**config.mk**
```make
export PLATFORM = sky130hd
export DESIGN_NAME = resonant_ladder_lowpass_q15_top
export DESIGN_NICKNAME = d
export VERILOG_FILES = /design/src/design/rllp_pkg.sv /design/src/design/resonant_ladder_lowpass_q15_top.sv /design/src/design/rllp_mul.sv /design/src/design/rllp_seq.sv
export SDC_FILE = /design/constraint.sdc
export NUM_CORES = 1
export LEC_CHECK = 0
export BUFFER_PORTS_ARGS = -buffer_cell sky130_fd_sc_hd__buf_2
export CAP_MARGIN = 20
export CORE_MARGIN = 8
export CORE_UTILIZATION = 55
export CTS_CLUSTER_SIZE = 8
export DETAILED_ROUTE_END_ITERATION = 10
export GPL_ROUTABILITY_DRIVEN = 0
export PLACE_DENSITY = 0.74
export SYNTH_ARGS = -nofsm -noshare
export SYNTH_HDL_FRONTEND = slang
export SYNTH_HIERARCHICAL = 1
export SYNTH_SLANG_ARGS = --single-unit
```
**constraint.sdc**
```tcl
create_clock -name aclk -period 14.5 [get_ports aclk]
set_input_delay 3.625 -clock aclk [delete_from_list [all_inputs] [get_ports aclk]]
set_output_delay 3.625 -clock aclk [all_outputs]
set_load 0.01 [all_outputs]
```
**src/design/rllp_pkg.sv**
```systemverilog
`timescale 1ns / 1ps

package rllp_pkg;

    // Q15 fraction bits and register width
    localparam int FRAC  = 15;
    localparam int CFG_W = 15;
    // width of every coefficient-path product slice
    localparam int COEF_W = 18;

    localparam logic [CFG_W-1:0]  ONE_Q15          = 15'h7fff;
    localparam logic [CFG_W-1:0]  C_POINT_EIGHT    = 15'h6666;
    localparam logic [CFG_W-1:0]  C_SIXTH          = 15'h1555;
    localparam logic [COEF_W-1:0] C_FIVE_POINT_SIX = 18'h2cccc;

    // configuration register index
    typedef enum logic [0:0] {
        REG_CUTOFF    = 1'b0,
        REG_RESONANCE = 1'b1
    } cfg_reg_t;

    // one multiply of the micro program, in execution order
    typedef enum logic [4:0] {
        OP_T0    = 5'd0,   // 0.8 * cutoff
        OP_T1    = 5'd1,   // * (1 - cutoff), gives p and f
        OP_SQ0   = 5'd2,   // (1 - cutoff)^2
        OP_SQ1   = 5'd3,   // * 5.6, gives inner term
        OP_G     = 5'd4,   // inner * (1 - cutoff), gives g
        OP_Q     = 5'd5,   // resonance * g, gives q
        OP_FB    = 5'd6,   // q * stage four, feedback
        OP_S1P   = 5'd7,
        OP_S1F   = 5'd8,
        OP_S2P   = 5'd9,
        OP_S2F   = 5'd10,
        OP_S3P   = 5'd11,
        OP_S3F   = 5'd12,
        OP_S4P   = 5'd13,
        OP_S4F   = 5'd14,
        OP_CUBE0 = 5'd15,  // s4 * s4
        OP_CUBE1 = 5'd16,  // * s4
        OP_CLIP  = 5'd17   // * 1/6, soft clip
    } op_t;

    // sequencer controls toward the datapath
    typedef struct packed {
        logic start;
        logic wb;
        logic load_out;
        op_t  op;
    } seq_ctl_t;

endpackage

```
**src/design/resonant_ladder_lowpass_q15_top.sv**
```systemverilog
`timescale 1ns / 1ps
// One word at a time: s_tready stays low from a taken word until its result is loaded into
//   the output register; twelve multiplies run one after another on one bit-serial multiplier.
// A register write forces a coefficient refresh before the next word is taken.
// Reset (aresetn low, synchronous) clears the filter state, loads the register defaults
//   and runs the coefficient refresh before s_tready rises.
module resonant_ladder_lowpass_q15_top #(
    parameter  int SAMPLE_WIDTH = 16,
    localparam int DATA_W       = ((SAMPLE_WIDTH + 7) / 8) * 8
) (
    input  logic                       aclk,
    input  logic                       aresetn,
    input  logic                       cfg_we,
    input  logic [0:0]                 cfg_addr,
    input  logic [rllp_pkg::CFG_W-1:0] cfg_wdata,
    input  logic                       s_tvalid,
    output logic                       s_tready,
    input  logic [DATA_W-1:0]          s_tdata,   // [SAMPLE_WIDTH-1:0] sample_in
    output logic                       m_tvalid,
    input  logic                       m_tready,
    output logic [DATA_W-1:0]          m_tdata    // [SAMPLE_WIDTH-1:0] sample_out
);

    localparam int W   = SAMPLE_WIDTH;
    localparam int EXT = 3;
    localparam int AW  = W + EXT;
    localparam int PW  = AW + W;
    localparam int FR  = rllp_pkg::FRAC;
    localparam int CW  = rllp_pkg::CFG_W;
    localparam int KW  = rllp_pkg::COEF_W;

    rllp_pkg::seq_ctl_t ctl;

    logic          mul_done;
    logic [PW-1:0] prod;
    logic [AW-1:0] a_opnd;
    logic [W-1:0]  b_opnd;
    logic          out_free;
    logic          take_in;

    logic [CW-1:0] cutoff_reg, cutoff_next;
    logic [CW-1:0] res_reg, res_next;
    logic [W-1:0]  p_reg, p_next;
    logic [W-1:0]  f_reg, f_next;
    logic [AW-1:0] q_reg, q_next;
    logic [AW-1:0] tmp_reg, tmp_next;
    logic [W-1:0]  x_reg, x_next;
    logic [W-1:0]  prev_reg, prev_next;
    logic [W-1:0]  s1_reg, s1_next;
    logic [W-1:0]  s2_reg, s2_next;
    logic [W-1:0]  s3_reg, s3_next;
    logic [W-1:0]  s4_reg, s4_next;
    logic [DATA_W-1:0] out_reg, out_next;
    logic          ovalid_reg, ovalid_next;

    logic [CW-1:0] qc;
    logic [W-1:0]  rw;
    logic [KW-1:0] cr;
    logic [W-1:0]  psum;
    logic [KW:0]   inner;
    logic [KW-1:0] gain;
    logic [W-1:0]  fb_u;
    logic [W-1:0]  diff;
    logic [W-1:0]  tmp_w;
    logic [W-1:0]  link;

    rllp_seq u_seq (
        .aclk     (aclk),
        .aresetn  (aresetn),
        .cfg_we   (cfg_we),
        .s_tvalid (s_tvalid),
        .mul_done (mul_done),
        .out_free (out_free),
        .s_tready (s_tready),
        .ctl      (ctl)
    );

    rllp_mul #(
        .AW (AW),
        .BW (W)
    ) u_mul (
        .aclk    (aclk),
        .aresetn (aresetn),
        .start   (ctl.start),
        .a       (a_opnd),
        .b       (b_opnd),
        .done    (mul_done),
        .prod    (prod)
    );

    assign out_free = !ovalid_reg || m_tready;
    assign take_in  = s_tvalid && s_tready;

    // product slices: wrapped sample value and coefficient value
    assign qc    = rllp_pkg::ONE_Q15 - cutoff_reg;
    assign rw    = prod[FR +: W];
    assign cr    = prod[FR +: KW];
    assign tmp_w = tmp_reg[W-1:0];

    // pick the multiplier operands for the current op
    always_comb begin
        a_opnd = tmp_reg;
        b_opnd = tmp_w;
        unique case (ctl.op)
            rllp_pkg::OP_T0: begin
                a_opnd = AW'(rllp_pkg::C_POINT_EIGHT);
                b_opnd = W'(cutoff_reg);
            end
            rllp_pkg::OP_T1, rllp_pkg::OP_G: begin
                a_opnd = tmp_reg;
                b_opnd = W'(qc);
            end
            rllp_pkg::OP_SQ0: begin
                a_opnd = AW'(qc);
                b_opnd = W'(qc);
            end
            rllp_pkg::OP_SQ1: begin
                a_opnd = AW'(rllp_pkg::C_FIVE_POINT_SIX);
                b_opnd = tmp_w;
            end
            rllp_pkg::OP_Q: begin
                a_opnd = tmp_reg;
                b_opnd = W'(res_reg);
            end
            rllp_pkg::OP_FB: begin
                a_opnd = q_reg;
                b_opnd = s4_reg;
            end
            rllp_pkg::OP_S1P, rllp_pkg::OP_S2P, rllp_pkg::OP_S3P, rllp_pkg::OP_S4P: begin
                a_opnd = {{EXT{tmp_w[W-1]}}, tmp_w};
                b_opnd = p_reg;
            end
            rllp_pkg::OP_S1F: begin
                a_opnd = {{EXT{s1_reg[W-1]}}, s1_reg};
                b_opnd = f_reg;
            end
            rllp_pkg::OP_S2F: begin
                a_opnd = {{EXT{s2_reg[W-1]}}, s2_reg};
                b_opnd = f_reg;
            end
            rllp_pkg::OP_S3F: begin
                a_opnd = {{EXT{s3_reg[W-1]}}, s3_reg};
                b_opnd = f_reg;
            end
            rllp_pkg::OP_S4F: begin
                a_opnd = {{EXT{s4_reg[W-1]}}, s4_reg};
                b_opnd = f_reg;
            end
            rllp_pkg::OP_CUBE0: begin
                a_opnd = {{EXT{s4_reg[W-1]}}, s4_reg};
                b_opnd = s4_reg;
            end
            rllp_pkg::OP_CUBE1: begin
                a_opnd = {{EXT{tmp_w[W-1]}}, tmp_w};
                b_opnd = s4_reg;
            end
            rllp_pkg::OP_CLIP: begin
                a_opnd = AW'(rllp_pkg::C_SIXTH);
                b_opnd = tmp_w;
            end
            default: begin
                a_opnd = tmp_reg;
                b_opnd = tmp_w;
            end
        endcase
    end

    // write back the product of the finished op
    always_comb begin
        cutoff_next = cutoff_reg;
        res_next    = res_reg;
        p_next      = p_reg;
        f_next      = f_reg;
        q_next      = q_reg;
        tmp_next    = tmp_reg;
        x_next      = x_reg;
        prev_next   = prev_reg;
        s1_next     = s1_reg;
        s2_next     = s2_reg;
        s3_next     = s3_reg;
        s4_next     = s4_reg;
        out_next    = out_reg;
        ovalid_next = ovalid_reg;

        psum  = W'(cutoff_reg) + W'(cr);
        inner = (KW+1)'(rllp_pkg::ONE_Q15) - (KW+1)'(qc) + (KW+1)'(cr);
        gain  = KW'(rllp_pkg::ONE_Q15) + KW'(cr[KW-1:1]);
        fb_u  = x_reg - rw;
        diff  = tmp_w - rw;
        link  = '0;

        if (cfg_we) begin
            unique case (rllp_pkg::cfg_reg_t'(cfg_addr))
                rllp_pkg::REG_CUTOFF:    cutoff_next = cfg_wdata;
                rllp_pkg::REG_RESONANCE: res_next    = cfg_wdata;
                default: begin
                end
            endcase
        end

        if (take_in) begin
            x_next = s_tdata[W-1:0];
        end

        if (ctl.wb) begin
            unique case (ctl.op)
                rllp_pkg::OP_T0, rllp_pkg::OP_SQ0: begin
                    tmp_next = AW'(cr);
                end
                rllp_pkg::OP_T1: begin
                    p_next = psum;
                    f_next = {psum[W-2:0], 1'b0} - W'(rllp_pkg::ONE_Q15);
                end
                rllp_pkg::OP_SQ1: begin
                    tmp_next = AW'(inner);
                end
                rllp_pkg::OP_G: begin
                    tmp_next = AW'(gain);
                end
                rllp_pkg::OP_Q: begin
                    q_next = AW'(cr);
                end
                rllp_pkg::OP_FB: begin
                    // feedback subtracted, then summed with the last feedback-subtracted input
                    prev_next = fb_u;
                    link      = fb_u + prev_reg;
                    tmp_next  = {{EXT{link[W-1]}}, link};
                end
                rllp_pkg::OP_S1P, rllp_pkg::OP_S2P, rllp_pkg::OP_S3P, rllp_pkg::OP_S4P,
                rllp_pkg::OP_CUBE0, rllp_pkg::OP_CUBE1: begin
                    tmp_next = {{EXT{rw[W-1]}}, rw};
                end
                rllp_pkg::OP_S1F: begin
                    s1_next  = diff;
                    link     = diff + s1_reg;
                    tmp_next = {{EXT{link[W-1]}}, link};
                end
                rllp_pkg::OP_S2F: begin
                    s2_next  = diff;
                    link     = diff + s2_reg;
                    tmp_next = {{EXT{link[W-1]}}, link};
                end
                rllp_pkg::OP_S3F: begin
                    s3_next  = diff;
                    link     = diff + s3_reg;
                    tmp_next = {{EXT{link[W-1]}}, link};
                end
                rllp_pkg::OP_S4F: begin
                    s4_next = diff;
                end
                rllp_pkg::OP_CLIP: begin
                    s4_next = s4_reg - rw;
                end
                default: begin
                end
            endcase
        end

        // output register: load the clipped stage, drop once taken
        if (ctl.load_out) begin
            out_next    = DATA_W'(s4_reg);
            ovalid_next = 1'b1;
        end else if (m_tready) begin
            ovalid_next = 1'b0;
        end
    end

    always_ff @(posedge aclk) begin
        if (!aresetn) begin
            cutoff_reg <= 15'd16384;
            res_reg    <= '0;
            prev_reg   <= '0;
            s1_reg     <= '0;
            s2_reg     <= '0;
            s3_reg     <= '0;
            s4_reg     <= '0;
            ovalid_reg <= 1'b0;
        end else begin
            cutoff_reg <= cutoff_next;
            res_reg    <= res_next;
            prev_reg   <= prev_next;
            s1_reg     <= s1_next;
            s2_reg     <= s2_next;
            s3_reg     <= s3_next;
            s4_reg     <= s4_next;
            ovalid_reg <= ovalid_next;
        end
        p_reg   <= p_next;
        f_reg   <= f_next;
        q_reg   <= q_next;
        tmp_reg <= tmp_next;
        x_reg   <= x_next;
        out_reg <= out_next;
    end

    assign m_tvalid = ovalid_reg;
    assign m_tdata  = out_reg;

endmodule

```
**src/design/rllp_mul.sv**
```systemverilog
`timescale 1ns / 1ps

// Serial-parallel signed multiplier: one multiplier bit per cycle.
module rllp_mul #(
    parameter int AW = 19,
    parameter int BW = 16
) (
    input  logic             aclk,
    input  logic             aresetn,
    input  logic             start,
    input  logic [AW-1:0]    a,
    input  logic [BW-1:0]    b,
    output logic             done,
    output logic [AW+BW-1:0] prod
);

    localparam int CW = $clog2(BW);

    logic          run_reg, run_next;
    logic          done_reg, done_next;
    logic [AW-1:0] a_reg, a_next;
    logic [AW:0]   hi_reg, hi_next;
    logic [BW-1:0] lo_reg, lo_next;
    logic [CW-1:0] cnt_reg, cnt_next;

    logic          last;
    logic [AW:0]   a_ext;
    logic [AW:0]   addend;
    logic [AW:0]   sum;

    // add the multiplicand for each set bit, subtract it for the sign bit
    always_comb begin
        last   = (cnt_reg == CW'(BW - 1));
        a_ext  = {a_reg[AW-1], a_reg};
        addend = '0;
        if (lo_reg[0]) begin
            addend = last ? (~a_ext + 1'b1) : a_ext;
        end
        sum = hi_reg + addend;
    end

    // shift the partial product right one bit per step
    always_comb begin
        run_next  = run_reg;
        done_next = 1'b0;
        a_next    = a_reg;
        hi_next   = hi_reg;
        lo_next   = lo_reg;
        cnt_next  = cnt_reg;
        if (start) begin
            run_next = 1'b1;
            a_next   = a;
            hi_next  = '0;
            lo_next  = b;
            cnt_next = '0;
        end else if (run_reg) begin
            hi_next  = {sum[AW], sum[AW:1]};
            lo_next  = {sum[0], lo_reg[BW-1:1]};
            cnt_next = cnt_reg + 1'b1;
            if (last) begin
                run_next  = 1'b0;
                done_next = 1'b1;
            end
        end
    end

    always_ff @(posedge aclk) begin
        if (!aresetn) begin
            run_reg  <= 1'b0;
            done_reg <= 1'b0;
        end else begin
            run_reg  <= run_next;
            done_reg <= done_next;
        end
        a_reg   <= a_next;
        hi_reg  <= hi_next;
        lo_reg  <= lo_next;
        cnt_reg <= cnt_next;
    end

    assign done = done_reg;
    assign prod = {hi_reg[AW-1:0], lo_reg};

endmodule

```
**src/design/rllp_seq.sv**
```systemverilog
`timescale 1ns / 1ps

// Micro sequencer: steps through the coefficient or sample program,
// one multiply at a time.
module rllp_seq (
    input  logic              aclk,
    input  logic              aresetn,
    input  logic              cfg_we,
    input  logic              s_tvalid,
    input  logic              mul_done,
    input  logic              out_free,
    output logic              s_tready,
    output rllp_pkg::seq_ctl_t ctl
);

    typedef enum logic [3:0] {
        ST_IDLE  = 4'b0001,
        ST_START = 4'b0010,
        ST_MUL   = 4'b0100,
        ST_OUT   = 4'b1000
    } state_t;

    state_t          state_reg, state_next;
    rllp_pkg::op_t   op_reg, op_next;
    logic            dirty_reg, dirty_next;

    always_comb begin
        state_next  = state_reg;
        op_next     = op_reg;
        dirty_next  = dirty_reg;
        ctl         = '0;
        ctl.op      = op_reg;
        s_tready    = (state_reg == ST_IDLE) && !dirty_reg;
        unique case (state_reg)
            ST_IDLE: begin
                // refresh coefficients first, then take a word
                if (dirty_reg) begin
                    op_next    = rllp_pkg::OP_T0;
                    dirty_next = 1'b0;
                    state_next = ST_START;
                end else if (s_tvalid) begin
                    op_next    = rllp_pkg::OP_FB;
                    state_next = ST_START;
                end
            end
            ST_START: begin
                ctl.start  = 1'b1;
                state_next = ST_MUL;
            end
            ST_MUL: begin
                if (mul_done) begin
                    ctl.wb = 1'b1;
                    if (op_reg == rllp_pkg::OP_Q) begin
                        state_next = ST_IDLE;
                    end else if (op_reg == rllp_pkg::OP_CLIP) begin
                        state_next = ST_OUT;
                    end else begin
                        op_next    = rllp_pkg::op_t'(op_reg + 5'd1);
                        state_next = ST_START;
                    end
                end
            end
            ST_OUT: begin
                // hold the result until the output register is free
                if (out_free) begin
                    ctl.load_out = 1'b1;
                    state_next   = ST_IDLE;
                end
            end
            default: begin
                state_next = ST_IDLE;
            end
        endcase
        // any register write forces a coefficient refresh
        if (cfg_we) begin
            dirty_next = 1'b1;
        end
    end

    always_ff @(posedge aclk) begin
        if (!aresetn) begin
            state_reg <= ST_IDLE;
            op_reg    <= rllp_pkg::OP_T0;
            dirty_reg <= 1'b1;
        end else begin
            state_reg <= state_next;
            op_reg    <= op_next;
            dirty_reg <= dirty_next;
        end
    end

endmodule

```
== After elaboration in Yosys (flattened, before gate mapping) ==
Cells that the tools add are included.

* Flip-flop bits (word level): 282
* Word-level logic and storage cells: 136
* Output and inout port bits: 18
* Input port bits: 37

* Mux-type cells: 32
* Bitwise operators: 4
* Eq/ne operators: 27
* Reductions and logical operators: 33
* Add/sub/neg operators: 17

{| class="wikitable"
|+ Operators by type and width
! cell !! number
|-
| $pmux 19 s10 || 1
|-
| $pmux 19 s8 || 1
|-
| $pmux 16 s6 || 1
|-
| $add 16x16->16 || 4
|-
| $sub 16x16->16 || 3
|-
| $eq 5x4->1 const B || 8
|-
| $mux 20 || 2
|-
| $mux 16 || 2
|-
| $pmux 16 s2 || 1
|-
| $mux 5 || 5
|-
| $mux 4 || 6
|-
| $add 20x1->20 const B || 1
|-
| $add 20x20->20 || 1
|-
| $eq 5x3->1 const B || 4
|-
| $not 20->20 || 1
|-
| $reduce_and 2->1 || 10
|-
| $add 19x18->19 || 1
|-
| $add 15x17->18 const A || 1
|-
| $add 15x16->16 || 1
|-
| $pmux 4 s4 || 1
|-
| $sub 15x15->16 const A || 1
|-
| $sub 16x15->16 const B || 1
|-
| $sub 15x15->15 const A || 1
|-
| $mux 1 || 11
|-
| 27 further kinds || 44
|}

== Logic depth before layout (Yosys ltp) ==
* Depth in word-level cells: 7
* Gate-level depth with buffers: 21
* Depth with buffers taken out: 21

== Modules after synthesis ==
The synthesis kept the hierarchy.

{| class="wikitable"
|+ By module, submodules not included
! module !! cells each !! times used !! area each (um2)
|-
| resonant_ladder_lowpass_q15_top || 1,719 || 1 || 14,452.6
|-
| rllp_mul || 352 || 1 || 3,568.4
|-
| rllp_seq || 70 || 1 || 611.8
|}

== Worst setup path after synthesis ==
Ideal clock, no wire load.

* Path type: flip-flop to output port
* Start point: reg u_seq.state_reg[3]
* End point: out s_tready
* Stages on the path, launching flop included: 3
* Slack: 9.783 ns
* Arrival: 1.092 ns
* Data required time: 10.875 ns
* Path through: dfxtp_1 > or4b_4 > nor2_1

* Cells in the longest elaborated chain, start to end: 2

{| class="wikitable"
|+ RTL lines
! item !! RTL line !! RTL
|-
| start, declared || rllp_seq.sv:23 || <nowiki>state_t state_reg, state_next;</nowiki>
|-
| start signal, assigned || rllp_seq.sv:86 || <nowiki>state_reg <= state_next;</nowiki>
|-
| $eq 4x1->1 || rllp_seq.sv:33 || <nowiki>s_tready = (state_reg == ST_IDLE) && !dirty_reg;</nowiki>
|-
| $logic_and 1x1->1 || rllp_seq.sv:33 ||
|-
| end, declared || resonant_ladder_lowpass_q15_top.sv:17 || <nowiki>output logic s_tready,</nowiki>
|}

Every way passes these cells.

== Final worst setup path ==
* Start point: reg u_mul.hi_reg[0]
* End point: reg tmp_reg[16] (data pin)

* Cells in the longest elaborated chain, start to end: 3
* Elaborated cells between the ends (all ways): 9
* Classes of those cells: add/sub: 8; mux: 1

{| class="wikitable"
|+ RTL lines
! item !! RTL line !! RTL
|-
| start, declared || rllp_mul.sv:22 || <nowiki>logic [AW:0] hi_reg, hi_next;</nowiki>
|-
| start signal, assigned || rllp_mul.sv:76 || <nowiki>hi_reg <= hi_next;</nowiki>
|-
| $sub 16x16->16 || resonant_ladder_lowpass_q15_top.sv:188 || <nowiki>fb_u = x_reg - rw;</nowiki>
|-
| net fb_u[12] || resonant_ladder_lowpass_q15_top.sv:62 || <nowiki>logic [W-1:0] fb_u;</nowiki>
|-
| $add 16x16->16 || resonant_ladder_lowpass_q15_top.sv:226 || <nowiki>link = fb_u + prev_reg;</nowiki>
|-
| $pmux 19 s8 || resonant_ladder_lowpass_q15_top.sv:206 || <nowiki>unique case (ctl.op)</nowiki>
|-
| end signal, assigned || resonant_ladder_lowpass_q15_top.sv:291 || <nowiki>tmp_reg <= tmp_next;</nowiki>
|-
| end, declared || resonant_ladder_lowpass_q15_top.sv:46 || <nowiki>logic [AW-1:0] tmp_reg, tmp_next;</nowiki>
|}

The timed path passes the listed nets, and every way through them passes these cells.
A chain may end at the register's enable or synchronous reset.

==> impl_metrics.toml <==
[sta]
fin_crit_sh_pct = 38.6
period_needed_ns = 5.59
tightest_slew_ns = 1.21
slew_headroom_pct = 19.6
clock_skew_ns = 0.0254
slew_viol_final = 0
hold_viol_final = 0
tns_ns = 0
rsz0062_at_grt = "false"
setup_violations = 0
fmax_mhz = 179

[synth]
synth_xor_area_share_pct = 6.98
syn-num-nets = 2343
yosysSeqAreaShare_pct = 35.2
synthArstFlopShare_pct = 0
yosys.area_share.simple_pct = 18.2
syn-cell-area_um2 = 18600
synth_top_family_by_area = "compound AO/OA/AOI/OAI gates"
synthCells = 2141
avgSynthCellArea_um2 = 8.70
ys_types = 93
synth_compound_area_share_pct = 22.9
yosysWarningCount = 6
synthMuxAreaShare_pct = 1.85
ys.flop_type = "dfxtp_1"
synthAdderAreaFrac_pct = 11.4
ys_ff_latch = 267
synth-edff-count = 121

[clocking]
cts_setup_buffers = 0
htree_levels = 2
cts_sinks = 267
cts_tree = "yes"
cts_root_buffer = "clkbuf_16"
post_cts_resized = 0
cts_buffers = 39
ctsHoldBuffers = 0
clk_latency_ns = 0.56
clkTransAtPathRegs_ns = 0.05
clock_path_buffers = 3

[setup_path]
endpoint_kind = "register"
crit_arrival_ns = 5.86
rr_worst_depth = 19
rr_startpoint = "u_mul/hi_reg[0]$_SDFFE_PP0P_"
critPathMaxFanout = 11
startpoint = "u_mul/hi_reg[0]$_SDFFE_PP0P_"
worstSetupPathType = "reg2reg"
cp-start-kind = "register"
worstPathRequired_ns = 14.76
crit_end = "tmp_reg[16]$_DFFE_PP_"
r2r_slack_ns = 8.91
r2r-end = "tmp_reg[16]$_DFFE_PP_"

[floorplan]
dieArea_um2 = 40000
die_h_um = 200
core_area_um2 = 33400
start_util_pct = 55.7
num_io_pins = 55
rows = 67
fp.dieW_um = 200

[finish]
nets = 2376
num-fill-cells = 2889
post-route-cell-area_um2 = 20500
drive_gt1_share_pct = 8.08
area_growth_pct = 10.0

[routing]
drc = 0
antenna_left = 0
wl_per_cell_um = 24.0
wirelength_mm = 63.7
vias_per_cell = 6.65
num_vias = 17646
drt_iter0_markers = 2214
first_pass_iters = 8

[power_and_ir_drop]
ir_worst_vdd_v = 0.000101
p_per_area_nw_per_um2 = 163
p_leak_nw = 8.11

[job]
maxCapViolCount = 0

[hold_path]
hp-class = "reg2reg"

[global_route]
grt_remaining_overflow = 0
grtUsageTotal_pct = 31.6
antenna_found_initial = 2
grt_pass1_wl_mm = 96.9
grt_pass1_vias = 16853
grt_max_degree = 104

[placed_design]
portBuffers = 54
hpwl_mm = 46.7
placed_area_um2 = 19300

[status]
outcome = "completed"
-- cell usage after synthesis (30+ instances only) --
cell | n | area (µm²)
nand2_1 | 235 | 882
a21oi_1 | 213 | 1070
nor2_1 | 207 | 777
ha_1 | 156 | 1950
dfxtp_1 | 146 | 2920
edfxtp_1 | 121 | 3630
o21ai_0 | 114 | 571
xnor2_1 | 87 | 762
inv_1 | 79 | 297
clkbuf_1 | 73 | 274
xor2_1 | 53 | 464
nand3_1 | 42 | 210
nor3_1 | 41 | 205
o21a_1 | 34 | 255
a21o_1 | 33 | 248
nand2b_1 | 32 | 200
nor2b_1 | 30 | 188
-- layout make-up --
type                    count  area, µm²  area share, %
repair buffers             80        497           2.42
well taps                 448        561           2.73
clock inverters             4       53.8          0.262
inverters                  79        298           1.45
diodes                      1       2.50         0.0122
clock buffers              67       1080           5.27
multi-input cells        1707      11500           55.9
flip-flops and latches    267       6560           32.0
-- power breakdown --
group	internal [mW]	total [mW]	leakage, nW	switching [mW]
clock network	0.508	0.864	0.542	0.355
registers	0.862	0.947	2.27	0.0853
logic	0.592	1.54	5.30	0.947
-- how the worst min path moves through the flow --
stage / start / endpoint / cells past startpoint
3_3_place_gp: prev_reg[3]$_SDFFE_PN0P_ / prev_reg[3]$_SDFFE_PN0P_ / 2
6_report: prev_reg[9]$_SDFFE_PN0P_ / prev_reg[9]$_SDFFE_PN0P_ / 2
2_1_floorplan: res_reg[11]$_SDFFE_PN0P_ / res_reg[11]$_SDFFE_PN0P_ / 2
5_1_grt: prev_reg[9]$_SDFFE_PN0P_ / prev_reg[9]$_SDFFE_PN0P_ / 2
4_1_cts: prev_reg[9]$_SDFFE_PN0P_ / prev_reg[9]$_SDFFE_PN0P_ / 2
3_5_place_dp: prev_reg[9]$_SDFFE_PN0P_ / prev_reg[9]$_SDFFE_PN0P_ / 2
-- critical path: stages, from the launching register on --
cell and delay (ns):
dfxtp_1 0.62, inv_1 0.30, fa_1 0.51, a21o_1 0.18
a21oi_1 0.20, nand2b_1 0.16, nand2_1 0.08, a311oi_1 0.48
o21bai_1 0.10, a21oi_1 0.27, xnor2_1 0.22, ha_1 0.31
a21oi_1 0.22, and3_1 0.18, a21oi_1 0.05, a31o_2 0.26
a21oi_1 0.22, xor2_1 0.12, xnor2_1 0.65, o211ai_1 0.17
-- per-stage QoR --
stage / power, mW / util, % / instances / hold WS, ns / setup WS (ns)
after global routing: 3.52 / 61.3 / 2652 / 0.496 / 8.70
final: 3.35 / 61.3 / 2653 / 0.458 / 8.91
after detailed placement: 2.43 / 57.7 / 2575 / 0.454 / 9.10
after CTS: 3.30 / 61.1 / 2646 / 0.460 / 9.04
after floorplan: 2.03 / - / 2141 / 0.436 / 9.78
after global placement: 2.39 / 57.6 / 2574 / 0.446 / 9.28
-- placed cells by master (no fill, tap or decap), types with 14 or more instances in the layout --
| cell | n |
|---|---|
| nand2_1 | 235 |
| a21oi_1 | 213 |
| nor2_1 | 206 |
| ha_1 | 156 |
| dfxtp_1 | 146 |
| edfxtp_1 | 121 |
| o21ai_0 | 114 |
| xnor2_1 | 87 |
| inv_1 | 78 |
| buf_2 | 54 |
| xor2_1 | 53 |
| nand3_1 | 42 |
| clkbuf_16 | 39 |
| nor3_1 | 38 |
| o21a_1 | 34 |
| a21o_1 | 33 |
| nand2b_1 | 32 |
| nor2b_1 | 30 |
| a211oi_1 | 28 |
| and2_1 | 28 |
| nand4_1 | 28 |
| clkbuf_1 | 28 |
| a222oi_1 | 25 |
| a221oi_1 | 24 |
| a22oi_1 | 24 |
| buf_4 | 23 |
| or3_1 | 19 |
| o211ai_1 | 18 |
| mux2_2 | 18 |
| and3_1 | 17 |
| a211o_1 | 17 |
| a22o_1 | 16 |
| a31oi_1 | 14 |
-- layer usage --
metal	routed length, µm	up-vias	global-route usage [%]
li1	-	7953	-
met5	11	-	0
met4	5440	2	23.4
met3	6850	318	7.81
met1	23700	8273	37.8
met2	27700	1100	48.9
-- cells by family (layout without fill, tap and decap cells) --
group | after synthesis | count (layout)
XOR/XNOR | 143 | 143
AND/OR/NAND/NOR | 721 | 721
other | 0 | 1
AO/OA/AOI/OAI | 646 | 646
adder cells (fa/ha/maj) | 165 | 165
buffers and inverters | 167 | 230
flip-flops | 267 | 267
multiplexers | 32 | 32
Power figures use the tool's default switching activity.
